**src/design/aip_pkg.sv**
```systemverilog
// Package for the ASCII integer parser: payload types and character constants.
package aip_pkg;

    // ASCII codes that the parser looks at
    localparam logic [7:0] CHAR_NUL   = 8'd0;
    localparam logic [7:0] CHAR_MINUS = 8'd45;
    localparam logic [7:0] CHAR_ZERO  = 8'd48;
    localparam logic [7:0] CHAR_NINE  = 8'd57;
    localparam logic [7:0] CHAR_UP_A  = 8'd65;
    localparam logic [7:0] CHAR_UP_F  = 8'd70;
    localparam logic [7:0] CHAR_LO_A  = 8'd97;
    localparam logic [7:0] CHAR_LO_F  = 8'd102;
    localparam logic [7:0] CHAR_LO_X  = 8'd120;

    // Letter digits keep their low nibble offset by nine from their value
    localparam logic [3:0] LETTER_OFFSET = 4'd9;

    // Character position saturates at two
    localparam logic [1:0] POS_FIRST  = 2'd0;
    localparam logic [1:0] POS_SECOND = 2'd1;
    localparam logic [1:0] POS_LATER  = 2'd2;

    typedef struct packed {
        logic [7:0] char_code;
        logic       last_char;
    } char_item_t;

    typedef struct packed {
        logic signed [31:0] value;
        logic               parse_error;
    } result_item_t;

endpackage

```
**src/design/ascii_integer_parser.sv**
```systemverilog
// ASCII integer parser: streams characters in and gives one signed value per string.
//
// Usage
//   Characters arrive one per transfer on the char channel (char_valid,
//   char_stall, char_item). The item marked last_char closes the string's
//   buffer and causes exactly one transfer on the result channel
//   (result_valid, result_stall, result_item) carrying the value and an
//   error flag. The string itself ends at the first NUL; later characters
//   only wait for the last_char mark. force_hex must be written by the user
//   through write_enable and write_data only while the block is idle (not enforced).
// Dataflow
//   A character is taken into an input register, processed in the next
//   cycle against the string state and, if it is the last, lands in the
//   result register, which drives result_valid. One character is
//   accepted every cycle unless the input stage stalls; the shift-add
//   update of the decimal and hexadecimal accumulators is combinational.
// Reset and back-pressure
//   rst_n clears the string state, force_hex and both valid flags.
//   While a result waits under result_stall, characters that carry no
//   last_char mark still flow; the input stage only stalls when it holds
//   a closing character and the result register is occupied and stalled.
module ascii_integer_parser
(
    input  logic                  clk,
    input  logic                  rst_n,
    input  logic                  write_enable,
    input  logic                  write_data,
    input  logic                  char_valid,
    output logic                  char_stall,
    input  aip_pkg::char_item_t   char_item,
    output logic                  result_valid,
    input  logic                  result_stall,
    output aip_pkg::result_item_t result_item
);

    // Configuration
    logic force_hex_reg;

    // Input stage
    logic                s1_valid_reg, s1_valid_next;
    aip_pkg::char_item_t s1_item_reg;

    // String state
    logic [1:0]  pos_reg, pos_next;
    logic        ended_reg, ended_next;
    logic        minus_reg, minus_next;
    logic        zero_reg, zero_next;
    logic        prefix_reg, prefix_next;
    logic [31:0] dec_reg, dec_next;
    logic [31:0] neg_reg, neg_next;
    logic        dec_bad_reg, dec_bad_next;
    logic [31:0] hex_reg, hex_next;
    logic        hex_bad_reg, hex_bad_next;

    // Result stage
    logic                  out_valid_reg, out_valid_next;
    aip_pkg::result_item_t out_item_reg, out_item_next;

    logic       advance;
    logic       accept;
    logic [7:0] c;
    logic       take;
    logic       is_dec, is_lower, is_upper, is_x;
    logic [3:0] nibble;
    logic       hex_mode;
    logic       err;

    assign c = s1_item_reg.char_code;

    // The input stage moves on unless it closes a string and the result
    // register cannot be freed in this cycle.
    assign advance    = s1_valid_reg &&
                        (!s1_item_reg.last_char || !out_valid_reg || !result_stall);
    assign char_stall = s1_valid_reg && !advance;
    assign accept     = char_valid && !char_stall;

    always_ff @(posedge clk or negedge rst_n)
    begin
        if (!rst_n)
        begin
            force_hex_reg <= 1'b0;
        end
        else if (write_enable)
        begin
            force_hex_reg <= write_data;
        end
    end

    assign s1_valid_next = accept ? 1'b1 : (advance ? 1'b0 : s1_valid_reg);

    always_ff @(posedge clk or negedge rst_n)
    begin
        if (!rst_n)
        begin
            s1_valid_reg <= 1'b0;
        end
        else
        begin
            s1_valid_reg <= s1_valid_next;
        end
    end

    always_ff @(posedge clk)
    begin
        if (accept)
        begin
            s1_item_reg <= char_item;
        end
    end

    // Character classes
    always_comb
    begin
        is_dec   = c inside {[aip_pkg::CHAR_ZERO : aip_pkg::CHAR_NINE]};
        is_lower = c inside {[aip_pkg::CHAR_LO_A : aip_pkg::CHAR_LO_F]};
        is_upper = c inside {[aip_pkg::CHAR_UP_A : aip_pkg::CHAR_UP_F]};
        is_x     = (c == aip_pkg::CHAR_LO_X);
        nibble   = is_dec ? c[3:0] : c[3:0] + aip_pkg::LETTER_OFFSET;
    end

    assign take = !ended_reg && (c != aip_pkg::CHAR_NUL);

    // String state update for the character in the input stage. Both
    // the decimal value and its negation are kept, so that a leading
    // minus costs no extra adder on the closing character.
    always_comb
    begin
        pos_next     = pos_reg;
        ended_next   = ended_reg;
        minus_next   = minus_reg;
        zero_next    = zero_reg;
        prefix_next  = prefix_reg;
        dec_next     = dec_reg;
        neg_next     = neg_reg;
        dec_bad_next = dec_bad_reg;
        hex_next     = hex_reg;
        hex_bad_next = hex_bad_reg;

        if (!ended_reg && (c == aip_pkg::CHAR_NUL))
        begin
            ended_next = 1'b1;
        end

        if (take)
        begin
            if ((pos_reg == aip_pkg::POS_FIRST) && (c == aip_pkg::CHAR_ZERO))
            begin
                zero_next = 1'b1;
            end
            if ((pos_reg == aip_pkg::POS_SECOND) && is_x && zero_reg)
            begin
                prefix_next = 1'b1;
            end

            if ((pos_reg == aip_pkg::POS_FIRST) && (c == aip_pkg::CHAR_MINUS))
            begin
                minus_next = 1'b1;
            end
            else if (is_dec)
            begin
                dec_next = (dec_reg << 3) + (dec_reg << 1) + {28'd0, c[3:0]};
                neg_next = (neg_reg << 3) + (neg_reg << 1) - {28'd0, c[3:0]};
            end
            else
            begin
                dec_bad_next = 1'b1;
            end

            // The rightmost lowercase x restarts the hexadecimal reading
            if (is_x)
            begin
                hex_next     = '0;
                hex_bad_next = 1'b0;
            end
            else if (is_dec || is_lower || is_upper)
            begin
                hex_next = {hex_reg[27:0], nibble};
            end
            else
            begin
                hex_bad_next = 1'b1;
            end

            if (pos_reg != aip_pkg::POS_LATER)
            begin
                pos_next = pos_reg + 2'd1;
            end
        end
    end

    // Result of the string, taken from the state after this character
    always_comb
    begin
        hex_mode = force_hex_reg || prefix_next;
        err      = (hex_mode ? hex_bad_next : dec_bad_next) ||
                   (pos_next == aip_pkg::POS_FIRST);
        if (err)
        begin
            out_item_next.value = '0;
        end
        else if (hex_mode)
        begin
            out_item_next.value = hex_next;
        end
        else
        begin
            out_item_next.value = minus_next ? neg_next : dec_next;
        end
        out_item_next.parse_error = err;
    end

    // String state: updated on every character that leaves the input
    // stage, and cleared once the closing character has been turned into
    // a result.
    always_ff @(posedge clk or negedge rst_n)
    begin
        if (!rst_n)
        begin
            pos_reg     <= aip_pkg::POS_FIRST;
            ended_reg   <= 1'b0;
            minus_reg   <= 1'b0;
            zero_reg    <= 1'b0;
            prefix_reg  <= 1'b0;
            dec_reg     <= '0;
            neg_reg     <= '0;
            dec_bad_reg <= 1'b0;
            hex_reg     <= '0;
            hex_bad_reg <= 1'b0;
        end
        else if (advance)
        begin
            if (s1_item_reg.last_char)
            begin
                pos_reg     <= aip_pkg::POS_FIRST;
                ended_reg   <= 1'b0;
                minus_reg   <= 1'b0;
                zero_reg    <= 1'b0;
                prefix_reg  <= 1'b0;
                dec_reg     <= '0;
                neg_reg     <= '0;
                dec_bad_reg <= 1'b0;
                hex_reg     <= '0;
                hex_bad_reg <= 1'b0;
            end
            else
            begin
                pos_reg     <= pos_next;
                ended_reg   <= ended_next;
                minus_reg   <= minus_next;
                zero_reg    <= zero_next;
                prefix_reg  <= prefix_next;
                dec_reg     <= dec_next;
                neg_reg     <= neg_next;
                dec_bad_reg <= dec_bad_next;
                hex_reg     <= hex_next;
                hex_bad_reg <= hex_bad_next;
            end
        end
    end

    // Result register: loaded by a closing character, emptied by a transfer
    always_comb
    begin
        if (advance && s1_item_reg.last_char)
        begin
            out_valid_next = 1'b1;
        end
        else if (!result_stall)
        begin
            out_valid_next = 1'b0;
        end
        else
        begin
            out_valid_next = out_valid_reg;
        end
    end

    always_ff @(posedge clk or negedge rst_n)
    begin
        if (!rst_n)
        begin
            out_valid_reg <= 1'b0;
        end
        else
        begin
            out_valid_reg <= out_valid_next;
        end
    end

    always_ff @(posedge clk)
    begin
        if (advance && s1_item_reg.last_char)
        begin
            out_item_reg <= out_item_next;
        end
    end

    assign result_valid = out_valid_reg;
    assign result_item  = out_item_reg;

endmodule

```
**config.mk**
```make
export PLATFORM = sky130hd
export DESIGN_NAME = ascii_integer_parser
export DESIGN_NICKNAME = d
export VERILOG_FILES = /design/src/design/aip_pkg.sv /design/src/design/ascii_integer_parser.sv
export SDC_FILE = /design/constraint.sdc
export NUM_CORES = 1
export LEC_CHECK = 0
export ABC_AREA = 1
export BUFFER_PORTS_ARGS = -buffer_cell sky130_fd_sc_hd__buf_4
export CAP_MARGIN = 20
export CORE_ASPECT_RATIO = 1.5
export CORE_MARGIN = 3
export CORE_UTILIZATION = 63
export CTS_CLUSTER_DIAMETER = 40
export CTS_CLUSTER_SIZE = 30
export DETAILED_ROUTE_END_ITERATION = 10
export PLACE_DENSITY = 0.81
export SYNTH_ARGS = -nofsm -noshare
export SYNTH_HDL_FRONTEND = slang
export SYNTH_SLANG_ARGS = --single-unit
```
**constraint.sdc**
```tcl
create_clock -name clk -period 6.8 [get_ports clk]
set_clock_uncertainty 0.05 [all_clocks]
set_input_delay 0.68 -clock clk [delete_from_list [all_inputs] [get_ports clk]]
set_output_delay 0.68 -clock clk [all_outputs]
set_load 0.01 [all_outputs]
```
==> impl_metrics.ini <==
[outcome]
run_status = complete, no violations

[worst_setup_path]
critical_path.reg2reg.startpoint = c[0]
cp_data_arrival_time_ps = 3920
path_max_fanout = 67
r2r-end = result_item[13]
required_ps = 6950
critPathKind = reg -> reg
r2r_slack_ps = 3030
setup.worst_path.end_class = register
r2r_cells = 12
critical_path.startpoint_type = register

[timing]
final.period_utilization_pct = 55.4
measured_slew_at_the_worst_slew_check_pin_ps = 1090
final_critical_path_setup_slack_ps = 3030
final_hold_viol_count = 0
achievable-frequency_mhz = 265
fin_crit_ps = 3770
maxSlewHeadroom_pct = 27.3
finalSetupTns_ps = 0
rsz0062_at_grt = false
final_max_slew_viol_count = 0
setup_viol = 0

[drt]
avgRoutedWirePerCell_um = 17.4
post-route-drc-count = 0
drt_first_iter_violations = 1400
vias = 13100
residual_antenna_violating_net_count_after_detailed_routing = 0
routed_wl_mm = 39.9
ratio_of_routed_vias_to_standard_cells = 5.70
drtPass1Iterations = 6

[power]
leakagePower_nw = 8.00
power_per_cell_area_mw_per_mm2 = 226
p_total_mw = 3.20
vdd_ir_drop_max_uv = 170

[floorplan]
ios = 50
core_area_mm2 = 0.0204
start_util_pct = 64.3
floorplan.die.height_um = 183
x_dimension_of_the_die_um = 124
num_rows = 64
die_area_mm2 = 0.0226

[yosys]
yosysSeqAreaShare_pct = 30.0
most_repeated_cell_in_the_gate_level_netlist_after_synthesis = sky130_fd_sc_hd__nand2_1
synth_async_sr_flop_share_pct = 71.8
synth.net_count = 2144
synthDistinctLibCells = 44
synth-adder-area-share_pct = 12.3
yosys.area_share.simple_pct = 30.9
syn-cell-area_mm2 = 0.0131
synth_largest_type_area_fraction_pct = 20.4
synth-warning-count = 0
synth_compound_area_share_pct = 11.0
synth.area.mux_share_pct = 0
synth-edff-count = 42
top_cells_by_count_synth = sky130_fd_sc_hd__nand2_1 (619), sky130_fd_sc_hd__inv_1 (398), sky130_fd_sc_hd__nand3_1 (177), sky130_fd_sc_hd__ha_1 (123), sky130_fd_sc_hd__nor2_1 (111)
synthTopCellsByArea = sky130_fd_sc_hd__dfrtp_1 (20%), sky130_fd_sc_hd__nand2_1 (18%), sky130_fd_sc_hd__ha_1 (12%), sky130_fd_sc_hd__inv_1 (11%), sky130_fd_sc_hd__edfxtp_1 (9.6%)
synth_xor_xnor_area_share_pct = 2.00
ys_ff_latch = 149
synthFlopType = sky130_fd_sc_hd__dfrtp_1
postSynthCellCount = 2002
post_synth.cell_area_avg_um2 = 6.55
largest_family_of_logic_cells_by_synthesized_area = simple AND/OR/NAND/NOR gates
most_area_hungry_cell_type_in_the_yosys_netlist = sky130_fd_sc_hd__dfrtp_1

[global_route]
globalRouteTotalUtil_pct = 36.0
pin_count_of_the_biggest_net_entering_global_routing = 91
grt_pass1_vias = 12400
global_route.overflow_total = 0
grt_antenna_before_repair = 0
grt_pass1_wl_mm = 63.0

[final_layout]
area_growth_pct = 8.19
antenna_diode_count = 0
final_layout_size_suffix_gt1_share_pct = 5.36
fillerInstances = 1878
multiInputGateArea_mm2 = 0.00739
largest_register_ff_count = 33
ff_latch_area_mm2 = 0.00394
nNetsFinal = 2162

[clock_tree]
tritoncts = built
max-clock-path-buffers = 2
post_cts_buffers = 0
numCtsBuffers = 17
clockRootBuffer = sky130_fd_sc_hd__clkbuf_16
cts_resized = 0
maximum_level_of_the_cts_h_tree = 4
clock_insertion_delay_at_the_later_pin_of_the_skew_report_ps = 440
clock_transition_at_path_regs_ps = 60
hold_buffers = 0
numClockSinks = 149

[job]
max_cap_viol_count = 0

[place]
preCtsSetupSlack_ps = 3210
post-dp-hpwl_mm = 30.7
placement.io_buffers = 49
gpl.final_weighted_congestion = 1.00

[worst_hold_path]
timing.hold.worst.class = in -> async
-- metal layers --
| layer | vias up | track usage (%) | routed length (µm) |
|---|---|---|---|
| li1 | 6381 | - | - |
| met1 | 5924 | 42.9 | 15000 |
| met2 | 622 | 58.8 | 19100 |
| met3 | 172 | 5.25 | 2640 |
| met4 | 0 | 25.0 | 3180 |
| met5 | - | 0 | 0 |
-- worst max-delay path: stages, from the launching register on --
cell                       delay [ps]
sky130_fd_sc_hd__edfxtp_1         460
sky130_fd_sc_hd__inv_1            180
sky130_fd_sc_hd__ha_1             280
sky130_fd_sc_hd__nor3_1           120
sky130_fd_sc_hd__nor2_2           240
sky130_fd_sc_hd__nand2_2           70
sky130_fd_sc_hd__buf_4            320
sky130_fd_sc_hd__inv_2            860
sky130_fd_sc_hd__o21ai_0          470
sky130_fd_sc_hd__o211ai_1         200
sky130_fd_sc_hd__nand3_1           90
sky130_fd_sc_hd__nand2_1           90
sky130_fd_sc_hd__inv_1             40
-- layout by cell type (no fill, tap or decap), types with 3 or more instances in the layout --
cell type / netlist / routed
sky130_fd_sc_hd__a21oi_1: 74 / 74
sky130_fd_sc_hd__and2_1: 5 / 5
sky130_fd_sc_hd__buf_4: 3 / 56
sky130_fd_sc_hd__clkbuf_16: 0 / 18
sky130_fd_sc_hd__clkinv_1: 1 / 3
sky130_fd_sc_hd__clkinvlp_4: 0 / 3
sky130_fd_sc_hd__dfrtp_1: 107 / 107
sky130_fd_sc_hd__edfxtp_1: 42 / 42
sky130_fd_sc_hd__fa_1: 4 / 4
sky130_fd_sc_hd__ha_1: 123 / 123
sky130_fd_sc_hd__inv_1: 398 / 398
sky130_fd_sc_hd__inv_2: 8 / 8
sky130_fd_sc_hd__nand2_1: 619 / 619
sky130_fd_sc_hd__nand3_1: 177 / 177
sky130_fd_sc_hd__nand3b_1: 9 / 9
sky130_fd_sc_hd__nand4_1: 21 / 21
sky130_fd_sc_hd__nor2_1: 111 / 110
sky130_fd_sc_hd__nor2_2: 3 / 3
sky130_fd_sc_hd__nor2_4: 2 / 3
sky130_fd_sc_hd__nor3_1: 11 / 11
sky130_fd_sc_hd__o211ai_1: 12 / 12
sky130_fd_sc_hd__o21ai_0: 106 / 106
sky130_fd_sc_hd__o21ai_1: 13 / 13
sky130_fd_sc_hd__o21bai_1: 6 / 6
sky130_fd_sc_hd__o22ai_1: 43 / 43
sky130_fd_sc_hd__or2_1: 3 / 3
sky130_fd_sc_hd__xnor2_1: 20 / 20
sky130_fd_sc_hd__xor2_1: 10 / 10
-- final cells by class --
class / count / share of cell area (%)
multi-input cells: 1388 / 52.0
well taps: 264 / 2.33
repair buffers: 56 / 2.96
inverters: 408 / 10.8
flip-flops and latches: 149 / 27.7
clock inverters: 12 / 0.890
clock buffers: 20 / 3.23
-- worst max path at each step --
stage          startpoint              end  slack [ps]  cells past startpoint
4_1_cts              c[0]  result_item[32]        3180                     13
6_report             c[0]  result_item[13]        3030                     12
5_1_grt              c[1]  result_item[13]        2810                     12
2_1_floorplan        c[3]  result_item[23]        4080                     16
3_3_place_gp         c[0]  result_item[32]        3340                     13
3_5_place_dp         c[0]  result_item[32]        3210                     13
-- report_power, final --
group / switching (mW) / internal [mW]
Clock: 0.392 / 0.561
Combinational: 0.845 / 0.383
Sequential: 0.0361 / 0.986
Total: 1.27 / 1.93
-- cell families (layout without fill, tap and decap cells) --
logic type / count (synthesis) / in the layout
xor+xnor: 30 / 30
simple gates: 969 / 969
fa+ha+maj: 127 / 127
buf+inv: 465 / 496
flops: 149 / 149
compound gates: 262 / 262
-- through the flow --
step	instance area (µm²)	hold WS, ps	std cells	utilization (%)
finish	14200	168	2297	69.5
detailed placement	13600	414	2265	66.7
CTS	14200	174	2297	69.5
floorplan	13100	334	2002	-
global route	14200	194	2297	69.5
global placement	13600	405	2265	66.7
No activity file was read; power rests on OpenSTA's default activity.
